--- src/rtl/rsas_pkg.sv ---
// Shared types, constants and command codes for the rotated sorted array search block.
`timescale 1ns / 1ps

package rsas_pkg;

  // Default store depth and fixed field widths.
  localparam int MAX_LEN_DEF = 1024;
  localparam int VAL_W       = 32;
  localparam int POS_W       = 10;

  // Operation carried by an input beat.
  typedef enum logic [1:0] {
    MODE_CLEAR  = 2'd0,
    MODE_APPEND = 2'd1,
    MODE_SEARCH = 2'd2
  } mode_t;

  typedef struct packed {
    mode_t                    mode;
    logic signed [VAL_W-1:0]  value;
  } rsas_in_t;

  typedef struct packed {
    logic              found;
    logic [POS_W-1:0]  position;
  } rsas_out_t;

  // Controller states.
  typedef enum logic [2:0] {
    S_IDLE,
    S_FIRST,
    S_PIV,
    S_PLAST,
    S_PVAL,
    S_LAST,
    S_SEEK
  } state_t;

  // Datapath operations issued by the controller.
  typedef enum logic [3:0] {
    DP_NOP,
    DP_CLEAR,
    DP_APPEND,
    DP_LOAD,
    DP_FIRST,
    DP_PIV_STEP,
    DP_PLAST,
    DP_PVAL,
    DP_SEL_LEFT,
    DP_SEL_RIGHT,
    DP_SEEK_STEP
  } dp_op_t;

  // Kind of result produced when the controller emits one.
  typedef enum logic [1:0] {
    RES_MISS,
    RES_SINGLE,
    RES_HIT
  } res_kind_t;

  typedef struct packed {
    dp_op_t     op;
    logic       emit;
    res_kind_t  kind;
  } dp_cmd_t;

  typedef struct packed {
    logic cnt_zero;
    logic cnt_one;
    logic piv_done;
    logic in_left;
    logic in_right;
    logic seek_hit;
    logic seek_done;
  } dp_stat_t;

endpackage

--- src/rtl/rsas_ctrl.sv ---
// Sequencing state machine for clear, append and the two-phase binary search.
`timescale 1ns / 1ps

module rsas_ctrl
  import rsas_pkg::*;
(
  input  logic     clk,
  input  logic     rst_n,
  input  logic     start,
  input  mode_t    in_mode,
  input  dp_stat_t stat,
  output logic     busy,
  output dp_cmd_t  cmd
);

  state_t state_r, state_nxt;

  assign busy = (state_r != S_IDLE);

  // State register.
  always_ff @(posedge clk) begin
    if (!rst_n) begin
      state_r <= S_IDLE;
    end else begin
      state_r <= state_nxt;
    end
  end

  // Next-state logic.
  always_comb begin
    state_nxt = state_r;
    case (state_r)
      S_IDLE: begin
        if (start && in_mode == MODE_SEARCH) begin
          state_nxt = S_FIRST;
        end
      end
      S_FIRST: begin
        if (stat.cnt_zero || stat.cnt_one) begin
          state_nxt = S_IDLE;
        end else begin
          state_nxt = S_PIV;
        end
      end
      S_PIV: begin
        if (stat.piv_done) begin
          state_nxt = S_PLAST;
        end
      end
      S_PLAST: state_nxt = S_PVAL;
      S_PVAL:  state_nxt = S_LAST;
      S_LAST: begin
        if (stat.in_left || stat.in_right) begin
          state_nxt = S_SEEK;
        end else begin
          state_nxt = S_IDLE;
        end
      end
      S_SEEK: begin
        if (stat.seek_hit || stat.seek_done) begin
          state_nxt = S_IDLE;
        end
      end
      default: state_nxt = S_IDLE;
    endcase
  end

  // Command outputs to the datapath.
  always_comb begin
    cmd = '{op: DP_NOP, emit: 1'b0, kind: RES_MISS};
    case (state_r)
      S_IDLE: begin
        if (start) begin
          case (in_mode)
            MODE_CLEAR:  cmd.op = DP_CLEAR;
            MODE_APPEND: cmd.op = DP_APPEND;
            MODE_SEARCH: cmd.op = DP_LOAD;
            default:     cmd.op = DP_NOP;
          endcase
        end
      end
      S_FIRST: begin
        if (stat.cnt_zero) begin
          cmd.emit = 1'b1;
          cmd.kind = RES_MISS;
        end else if (stat.cnt_one) begin
          cmd.emit = 1'b1;
          cmd.kind = RES_SINGLE;
        end else begin
          cmd.op = DP_FIRST;
        end
      end
      S_PIV:   cmd.op = DP_PIV_STEP;
      S_PLAST: cmd.op = DP_PLAST;
      S_PVAL:  cmd.op = DP_PVAL;
      S_LAST: begin
        if (stat.in_left) begin
          cmd.op = DP_SEL_LEFT;
        end else if (stat.in_right) begin
          cmd.op = DP_SEL_RIGHT;
        end else begin
          cmd.emit = 1'b1;
          cmd.kind = RES_MISS;
        end
      end
      S_SEEK: begin
        cmd.op = DP_SEEK_STEP;
        if (stat.seek_hit) begin
          cmd.emit = 1'b1;
          cmd.kind = RES_HIT;
        end else if (stat.seek_done) begin
          cmd.emit = 1'b1;
          cmd.kind = RES_MISS;
        end
      end
      default: cmd.op = DP_NOP;
    endcase
  end

  // An accepted search always makes the block busy on the next cycle.
  a_search_busy: assert property (@(posedge clk) disable iff (!rst_n)
    (start && !busy && in_mode == MODE_SEARCH) |=> busy)
    else $error("search beat did not start the sequencer");

  // A result is only ever produced from inside a search.
  a_emit_busy: assert property (@(posedge clk) disable iff (!rst_n)
    cmd.emit |-> busy)
    else $error("result emitted while idle");

  // With no beat offered the idle controller leaves the datapath alone.
  a_idle_quiet: assert property (@(posedge clk) disable iff (!rst_n)
    (!busy && !start) |-> (cmd.op == DP_NOP && !cmd.emit))
    else $error("idle controller issued a command");

endmodule

--- config.mk ---
export PLATFORM = sky130hd
export DESIGN_NAME = rsas_ctrl
export DESIGN_NICKNAME = d
export VERILOG_FILES = /design/src/rtl/rsas_pkg.sv /design/src/rtl/rsas_ctrl.sv
export SDC_FILE = /design/constraint.sdc
export NUM_CORES = 1
export LEC_CHECK = 0
export ABC_CLOCK_PERIOD_IN_PS = 1550
export BUFFER_PORTS_ARGS = -buffer_cell sky130_fd_sc_hd__buf_2
export CORE_AREA = 2 2 39 41
export CTS_CLUSTER_DIAMETER = 200
export DETAILED_ROUTE_END_ITERATION = 16
export DIE_AREA = 0 0 41 43
export PLACE_DENSITY_LB_ADDON = 0.1
export SETUP_SLACK_MARGIN = 0.1
export SYNTH_ARGS = -nofsm -noshare
export SYNTH_HDL_FRONTEND = slang
export SYNTH_SLANG_ARGS = --single-unit
--- constraint.sdc ---
create_clock -name clk -period 1.55 [get_ports clk]
set_clock_uncertainty 0.2 [all_clocks]
set_input_delay 0.31 -clock clk [delete_from_list [all_inputs] [get_ports clk]]
set_output_delay 0.31 -clock clk [all_outputs]
set_load 0.05 [all_outputs]
# Yosys cells after proc, flatten, opt, wreduce, memory -nomap -nowiden
# Index checks and enable logic that the tools add are counted.
[classes]
n_addsub = 0
n_mul = 0
n_div = 0
order_cmp = 0
n_eq_ne = 11
shifts = 0
n_mux = 20
n_bitwise = 0
reduce_logical = 8
[op_table]
columns = ["cell", "n"]
rows = [
  ["$mux W3", 12],
  ["$pmux W4 S7", 1],
  ["$pmux W3 S7", 1],
  ["$eq A3 B3 Y1 const B", 3],
  ["$pmux W3 S3", 1],
  ["$mux W4", 2],
  ["$eq A3 B2 Y1 const B", 2],
  ["$ne A2 B2 Y1 const B", 3],
  ["$pmux W2 S3", 1],
  ["$mux W2", 2],
  ["$eq A3 B1 Y1 const B", 1],
  ["$logic_not A3 Y1", 1],
  ["$logic_or A1 B1 Y1", 3],
  ["$reduce_and A3 Y1", 1],
  ["$reduce_bool A3 Y1", 1],
  ["$eq A2 B1 Y1 const B", 1],
  ["$eq A2 B2 Y1 const B", 1],
  ["$logic_not A2 Y1", 1],
  ["$logic_and A1 B1 Y1", 1],
]
[word_totals]
regBits = 3
latch_bits = 0
ram_bits = 0
rom_bits = 0
inputBits = 12
out_inout_bits = 8
wordCells = 40
n_memories = 0

# Depth between registers and ports, before layout
# Gate-level depths: netlist of run 1.
[logic_depth]
depth_word = 4
mapped_depth = 5
ltp_nobuf = 5

# Least setup slack after synthesis of run 1
# Ideal clock, no wire load.
[synth_path]
path_type = "register to output"
startpoint = "register state_r[2]"
endpoint = "output port cmd[3] in the netlist's numbering"
t_arrival_ps = 1815
required_ps = 1040
setup_slack_ps = -775
path_stages_with_launch = 4
n_path_buf = 1
path_cell_list = "dfxtp_1 > buf_4 > nand3b_1 > a221oi_1"
[synth_rtl]
columns = ["item", "line_no", "rtl"]
rows = [
  ["start: declaration", "rsas_ctrl.sv:16", "state_t state_r, state_nxt;"],
  ["start signal: assignment", "rsas_ctrl.sv:25", "state_r <= state_nxt;"],
  ["end: declaration", "rsas_ctrl.sv:13", "output dp_cmd_t cmd"],
]

# Final worst setup path of run 1
[layout_path]
startpoint = "register state_r[2]"
endpoint = "output port busy"
[layout_between]
elab_chain_cells = 1
[layout_lines]
columns = ["item", "line_no", "rtl"]
rows = [
  ["$reduce_bool A3 Y1", "rsas_ctrl.sv:18", "assign busy = (state_r != S_IDLE);"],
  ["end: declaration", "rsas_ctrl.sv:12", "output logic busy,"],
]
# Every way passes these cells.

==> results of run 1 <==
synthesized netlist by cell type (2+ instances only):
| library cell | instances |
|---|---|
| a211oi_1 | 2 |
| and2b_1 | 2 |
| dfxtp_1 | 3 |
| nor4b_2 | 2 |
| o21ai_1 | 3 |
| a31oi_1 | 2 |
| buf_4 | 2 |
| inv_1 | 2 |
| o21ai_0 | 3 |
| and2b_2 | 2 |
| nand3_1 | 2 |
| nand2_1 | 5 |
| and2_1 | 2 |
| nor2_1 | 3 |
layout by cell type (no fill, tap or decap), types with 2 or more instances in the layout:
cell type	count
nand3_4	2
nand2_4	2
o21ai_4	2
a31oi_1	2
dfxtp_4	3
buf_8	4
buf_4	11
clkbuf_4	3
and2b_2	3
buf_2	11
nor2_1	2
buf_6	8
o21ai_0	2
nand2_1	2
worst min-delay path, cell delays in order:
cell and delay, ps:
buf_2 100, o21ai_0 60, a31oi_1 40
routing by layer:
metal	wire length, um	GRT usage, %
met4	0	4.00
met5	0	0
met2	620	24.7
met3	41	3.14
met1	530	18.8
layout make-up:
cell class              count  area [um^2]  area share, %
multi-input cells          40          445           50.3
repair buffers             35          308           34.7
flip-flops and latches      3         71.3           8.05
clock buffers               4         26.3           2.97
well taps                  16         20.0           2.26
inverters                   2         15.0           1.69
per-stage QoR:
| step | worst slack [ps] | power (W) | hold slack, ps |
|---|---|---|---|
| 3_3_place_gp | -287 | 0.000506 | 298 |
| 3_5_place_dp | -294 | 0.000507 | 296 |
| 5_1_grt | -290 | 0.000824 | 119 |
| 6_report | -234 | 0.000785 | 126 |
| 2_1_floorplan | -93.6 | 0.000395 | 241 |
| 4_1_cts | -254 | 0.000772 | 117 |
cells by family after synthesis:
kind of cell	Yosys count
flip-flops	3
AND/OR/NAND/NOR	25
AO/OA/AOI/OAI	14
adder cells (fa/ha/maj)	1
buffers and inverters	5
worst max-delay path by stage:
stage	depth (start not counted)	to	from	slack [ps]
2_1_floorplan	3	cmd[3]	state_r[2]	-90
3_3_place_gp	7	cmd[4]	in_mode[0]	-290
3_5_place_dp	7	cmd[4]	in_mode[0]	-290
4_1_cts	5	cmd[4]	state_r[1]	-250
5_1_grt	4	cmd[5]	state_r[0]	-290
6_report	3	busy	state_r[2]	-230
what timing repair did:
item	CTS	global route
gates resized for setup	39	4
endpoints found under the setup margin	9	11
pin swaps	9	4
setup buffers	3	1
report_power, final:
part	switching, W	internal (W)	total [W]	leakage, nW
registers	0.0000274	0.0000914	0.000119	0.0267
clock network	0.0000426	0.0000966	0.000139	0.0150
logic	0.000266	0.000261	0.000527	0.346
==> flow_summary.toml, run 1 <==
[logic_synthesis]
synth_top_family_by_area = "simple AND/OR/NAND/NOR gates"
syn_area_per_cell_um2 = 7.56
syn-cell-area_um2 = 363
synthesis.nets = 61
synth_cells = 48
synthSimpleGateAreaFrac_pct = 45.5
synth_seq_cells = 3
synth_xor_area_share_pct = 0
muxShareOfSynthArea_pct = 0
synthArstFlopShare_pct = 0
seq_area_frac_synth_pct = 16.6
synth-compound-area-share_pct = 25.2
yosysUniqueCellTypes = 27
netlist_top_cells_area = "dfxtp_1 (17%), nor4b_2 (8.3%), nand2_1 (5.2%)"
synth.top_cell.area_share_pct = 16.6
synthAdderAreaFrac_pct = 3.45
synth_edf_count = 0
yosys.area.top_type = "dfxtp_1"
synth_ff_type = "dfxtp_1"
ys_warn_count = 0

[clock_network]
ctsHoldBuffers = 0
cts_tree = "built"
clock-root-buffer = "clkbuf_4"
cts_buffer_depth = 2
clk_latency_ps = 230
clk_pin_slew_ps = 40
clock-sinks = 3
cts_buffers = 3
htreeDepth = 1

[global_routing]
grt_max_degree = 10
grt_pass1_vias = 488
grt_pass1_wl_um = 1860
grtUsageTotal_pct = 15.0
antenna_found_initial = 0
overflow = 0

[placement]
dp.cells = 92
numPortBuffers = 19
gp_congestion = 0.729
dpl.hpwl_um = 866
dpl-instance-area_um2 = 656

[setup_path]
cp-end-kind = "output pin"
critical_path_arrival_ps = 1270
critical_path.cell_chain = "buf_6, or3_4, buf_8"
path_delay_family = "flip-flops"
r2r_slack_ps = 110
critPathRequiredTime_ps = 1040
cp_slowest_stage_delay_ps = 370
crit_fanout = 7
reg2reg_depth = 5
critPathKind = "flop to output pin"
cp_num_buf_inv = 2
worstSetupStartpointType = "flop"
cp_slowest_cell = "dfxtp_4"
reg2reg_to = "state_r[1]"
r2r-start = "state_r[1]"

[timing]
grt_setup_unrepaired = "yes"
period_minus_slack_ps = 1780
finalHoldViolCount = 0
drv_slew = 0
fin_ws_ps = -234
slew-limit-headroom_pct = 76.7
setup_violations = 8
setup_tns_ps = -1570
max_slew.worst_pin.slew_ps = 348
fmax_mhz = 561
min_period_over_period_pct = 115

[worst_hold_path]
hold_end = "state_r[1]"
min_path_type = "primary input to flop"
min-delay-start = "rst_n"
min_path_cells = 3

[route]
routed_via_density = 5.00
drt-wirelength-per-cell_um = 11.9
postRouteAntennaNets = 0
vias = 500
drt_iter0_drc = 6
route.detailed.drc = 0
first_pass_iters = 4
drt_wl_total_um = 1190

[layout]
largest_register = "state_r"
finalNonFillerCells = 100
drive_above_1_share_pct = 81.0
synthToLayoutAreaGrowth_pct = 144
num_antenna_cells = 0
fin_util_pct = 64.0
largestRegisters = "state_r: 3 flops"
n_fill_cell = 116
fin_nets = 98
largest_reg_flops = 3
finalInstanceArea_um2 = 886

[floorplanning]
core_area_um2 = 1380
fp.dieArea_um2 = 1760
die_y_um = 43
placementRows = 14
initial_utilization_pct = 26.2
die_width_um = 41
ios = 20

[run_status]
violations = "negative setup slack"
status = "finished, violations left"

[power]
peakVddDrop_uv = 568
leakage_nw = 0.388
powerDensity_nw_per_um2 = 886

[flow_run]
cap_violations = 0
No activity file was read; power rests on OpenSTA's default activity.
==> run 2: changes to the inputs <==
- ABC_AREA: not set -> 1
==> flow_summary.toml, run 2 <==
[floorplanning]
die_y_um = 43
core_area_um2 = 1380
ios = 20
fp.dieArea_um2 = 1760
die_width_um = 41
initial_utilization_pct = 24.1
placementRows = 14

[logic_synthesis]
synth_top_cells_by_count = "nand2_1 (13), nand3_1 (12), nor2_1 (12), inv_1 (9)"
synth_seq_cells = 3
synth_cells = 62
synth.most_common_cell = "nand2_1"
synth_edf_count = 0
yosysUniqueCellTypes = 14
synthArstFlopShare_pct = 0
ys_warn_count = 0
syn-cell-area_um2 = 334
synth.top_cell.area_share_pct = 18.0
seq_area_frac_synth_pct = 18.0
synth_ff_type = "dfxtp_1"
synthesis.nets = 75
netlist_top_cells_area = "dfxtp_1 (18%), nand3_1 (18%), nand2_1 (15%)"
yosys.area.top_type = "dfxtp_1"
syn_area_per_cell_um2 = 5.39

[placement]
dpl.hpwl_um = 867
gp_congestion = 0.804
dp.cells = 108
numPortBuffers = 19

[run_status]
status = "finished, violations left"
violations = "negative setup slack"

[setup_path]
cp_num_buf_inv = 3
critPathRequiredTime_ps = 1040
crit_fanout = 7
critical_path.cell_chain = "buf_6, nor2_4, inv_2, o211ai_1, buf_4"
cp_slowest_stage_delay_ps = 380
path_delay_family = "buffers and inverters"
r2r_slack_ps = 80
critical_path_arrival_ps = 1290
worstSetupStartpointType = "flop"
critPathKind = "flop to output pin"
cp-end-kind = "output pin"
cp_slowest_cell = "dfxtp_4"

[layout]
largest_register = "state_r"
synthToLayoutAreaGrowth_pct = 142
finalNonFillerCells = 119
layout_common_cells = "buf_4 (18), buf_2 (11), nand3_1 (8)"
fin_nets = 117
num_antenna_cells = 0
n_fill_cell = 133
drive_above_1_share_pct = 68.0
largest_reg_flops = 3
final_common_cell = "buf_4"
largestRegisters = "state_r: 3 flops"

[power]
peakVddDrop_uv = 1000
powerDensity_nw_per_um2 = 1800
total_power_w = 0.00146
leakage_nw = 0.419

[route]
drt-wirelength-per-cell_um = 10.0
first_pass_iters = 2
postRouteAntennaNets = 0
vias = 526
drt_wl_total_um = 1200
drt_iter0_drc = 5
routed_via_density = 4.42
route.detailed.drc = 0

[worst_hold_path]
min_path_type = "primary input to flop"

[timing]
fin_ws_ps = -248
grt_setup_unrepaired = "yes"
slew-limit-headroom_pct = 87.4
drv_slew = 0
setup_violations = 8
max_slew.worst_pin.slew_ps = 188
fmax_mhz = 556
finalHoldViolCount = 0
period_minus_slack_ps = 1800
min_period_over_period_pct = 116

[global_routing]
grt_max_degree = 8
grt_pass1_wl_um = 1660
antenna_found_initial = 0
overflow = 0
grtUsageTotal_pct = 14.0
grt_pass1_vias = 457

[clock_network]
clock-root-buffer = "clkbuf_4"
clock-sinks = 3
htreeDepth = 1
cts_buffer_depth = 2
clk_latency_ps = 230
cts_tree = "built"
cts_buffers = 3
clk_pin_slew_ps = 40

[flow_run]
cap_violations = 0
## run 2: changes by cell type after synthesis, sizes merged, moves of 2 or more
cell / previous run / this run
nor4b: 2 / 0
inv: 2 / 11
nand3: 2 / 12
a211oi: 2 / 0
o21ai: 6 / 3
a31oi: 2 / 0
nand2: 5 / 13
nor2: 3 / 13
and2b: 4 / 0
o211ai: 0 / 2
and2: 2 / 0
## run 2: path summary, 6_finish.rpt
kind               from    endpoint  cells after the start
max          state_r[0]      cmd[2]                      5
min               rst_n  state_r[2]                      3
max reg2reg  state_r[1]  state_r[1]                      8
min reg2reg  state_r[2]  state_r[0]                      4
## run 2: layer usage
layer	up-vias	track usage [%]	part of all wire [%]
met5	-	0	0
li1	283	-	-
met2	15	22.5	56
met1	228	15.8	39
met4	0	8.00	0
met3	0	3.14	4.4
## run 2: power by group
part	leakage [nW]	switching, W	internal [W]	total [W]
registers	0.0267	0.0000761	0.000120	0.000196
logic	0.377	0.000639	0.000485	0.00112
clock network	0.0150	0.0000384	0.0000963	0.000135
total	0.419	0.000754	0.000701	0.00146
## run 2: timing repair
item                                   4_1_cts  5_1_grt
hold buffers                                 0        0
resized for setup                           35       10
pin swaps                                   12        3
setup endpoints to repair                    8       10
buffers inserted                             5        2
endpoints found under the hold margin        0        0
## run 2: stage by stage
step	area [um^2]	TNS (ps)	util [%]	worst slack, ps	hold WS (ps)
6_report	808	-1400	58.4	-248	98.4
5_1_grt	808	-1840	58.4	-331	141
4_1_cts	749	-1340	54.2	-268	90.5
3_5_place_dp	577	-696	41.7	-166	336
3_3_place_gp	577	-622	41.7	-142	338
2_1_floorplan	387	-903	-	-414	208
## run 2: worst reg2reg max path, cell delays in order, from the launching register on
cell	delay [ps]
dfxtp_4	370
buf_4	140
nor2_4	140
nand3_4	110
buf_6	120
buf_4	130
nand3_1	60
nor2_1	40
nor2_1	80
## run 2: final cells by class
class / count / area (um^2) / area share (%)
Tap cell: 16 / 20.0 / 2.48
Multi-Input combinational cell: 46 / 335 / 41.5
Sequential cell: 3 / 71.3 / 8.82
Timing Repair Buffer: 39 / 314 / 38.9
Clock buffer: 4 / 26.3 / 3.25
Inverter: 11 / 41.3 / 5.11
## run 2: cell families (layout without fill, tap and decap cells)
group,Yosys count,in the layout,synth area share [%]
flip-flops,3,3,18.0
adder cells (fa/ha/maj),1,1,3.74
AND/OR/NAND/NOR,40,40,51.3
AO/OA/AOI/OAI,5,5,8.99
buffers and inverters,13,54,18.0
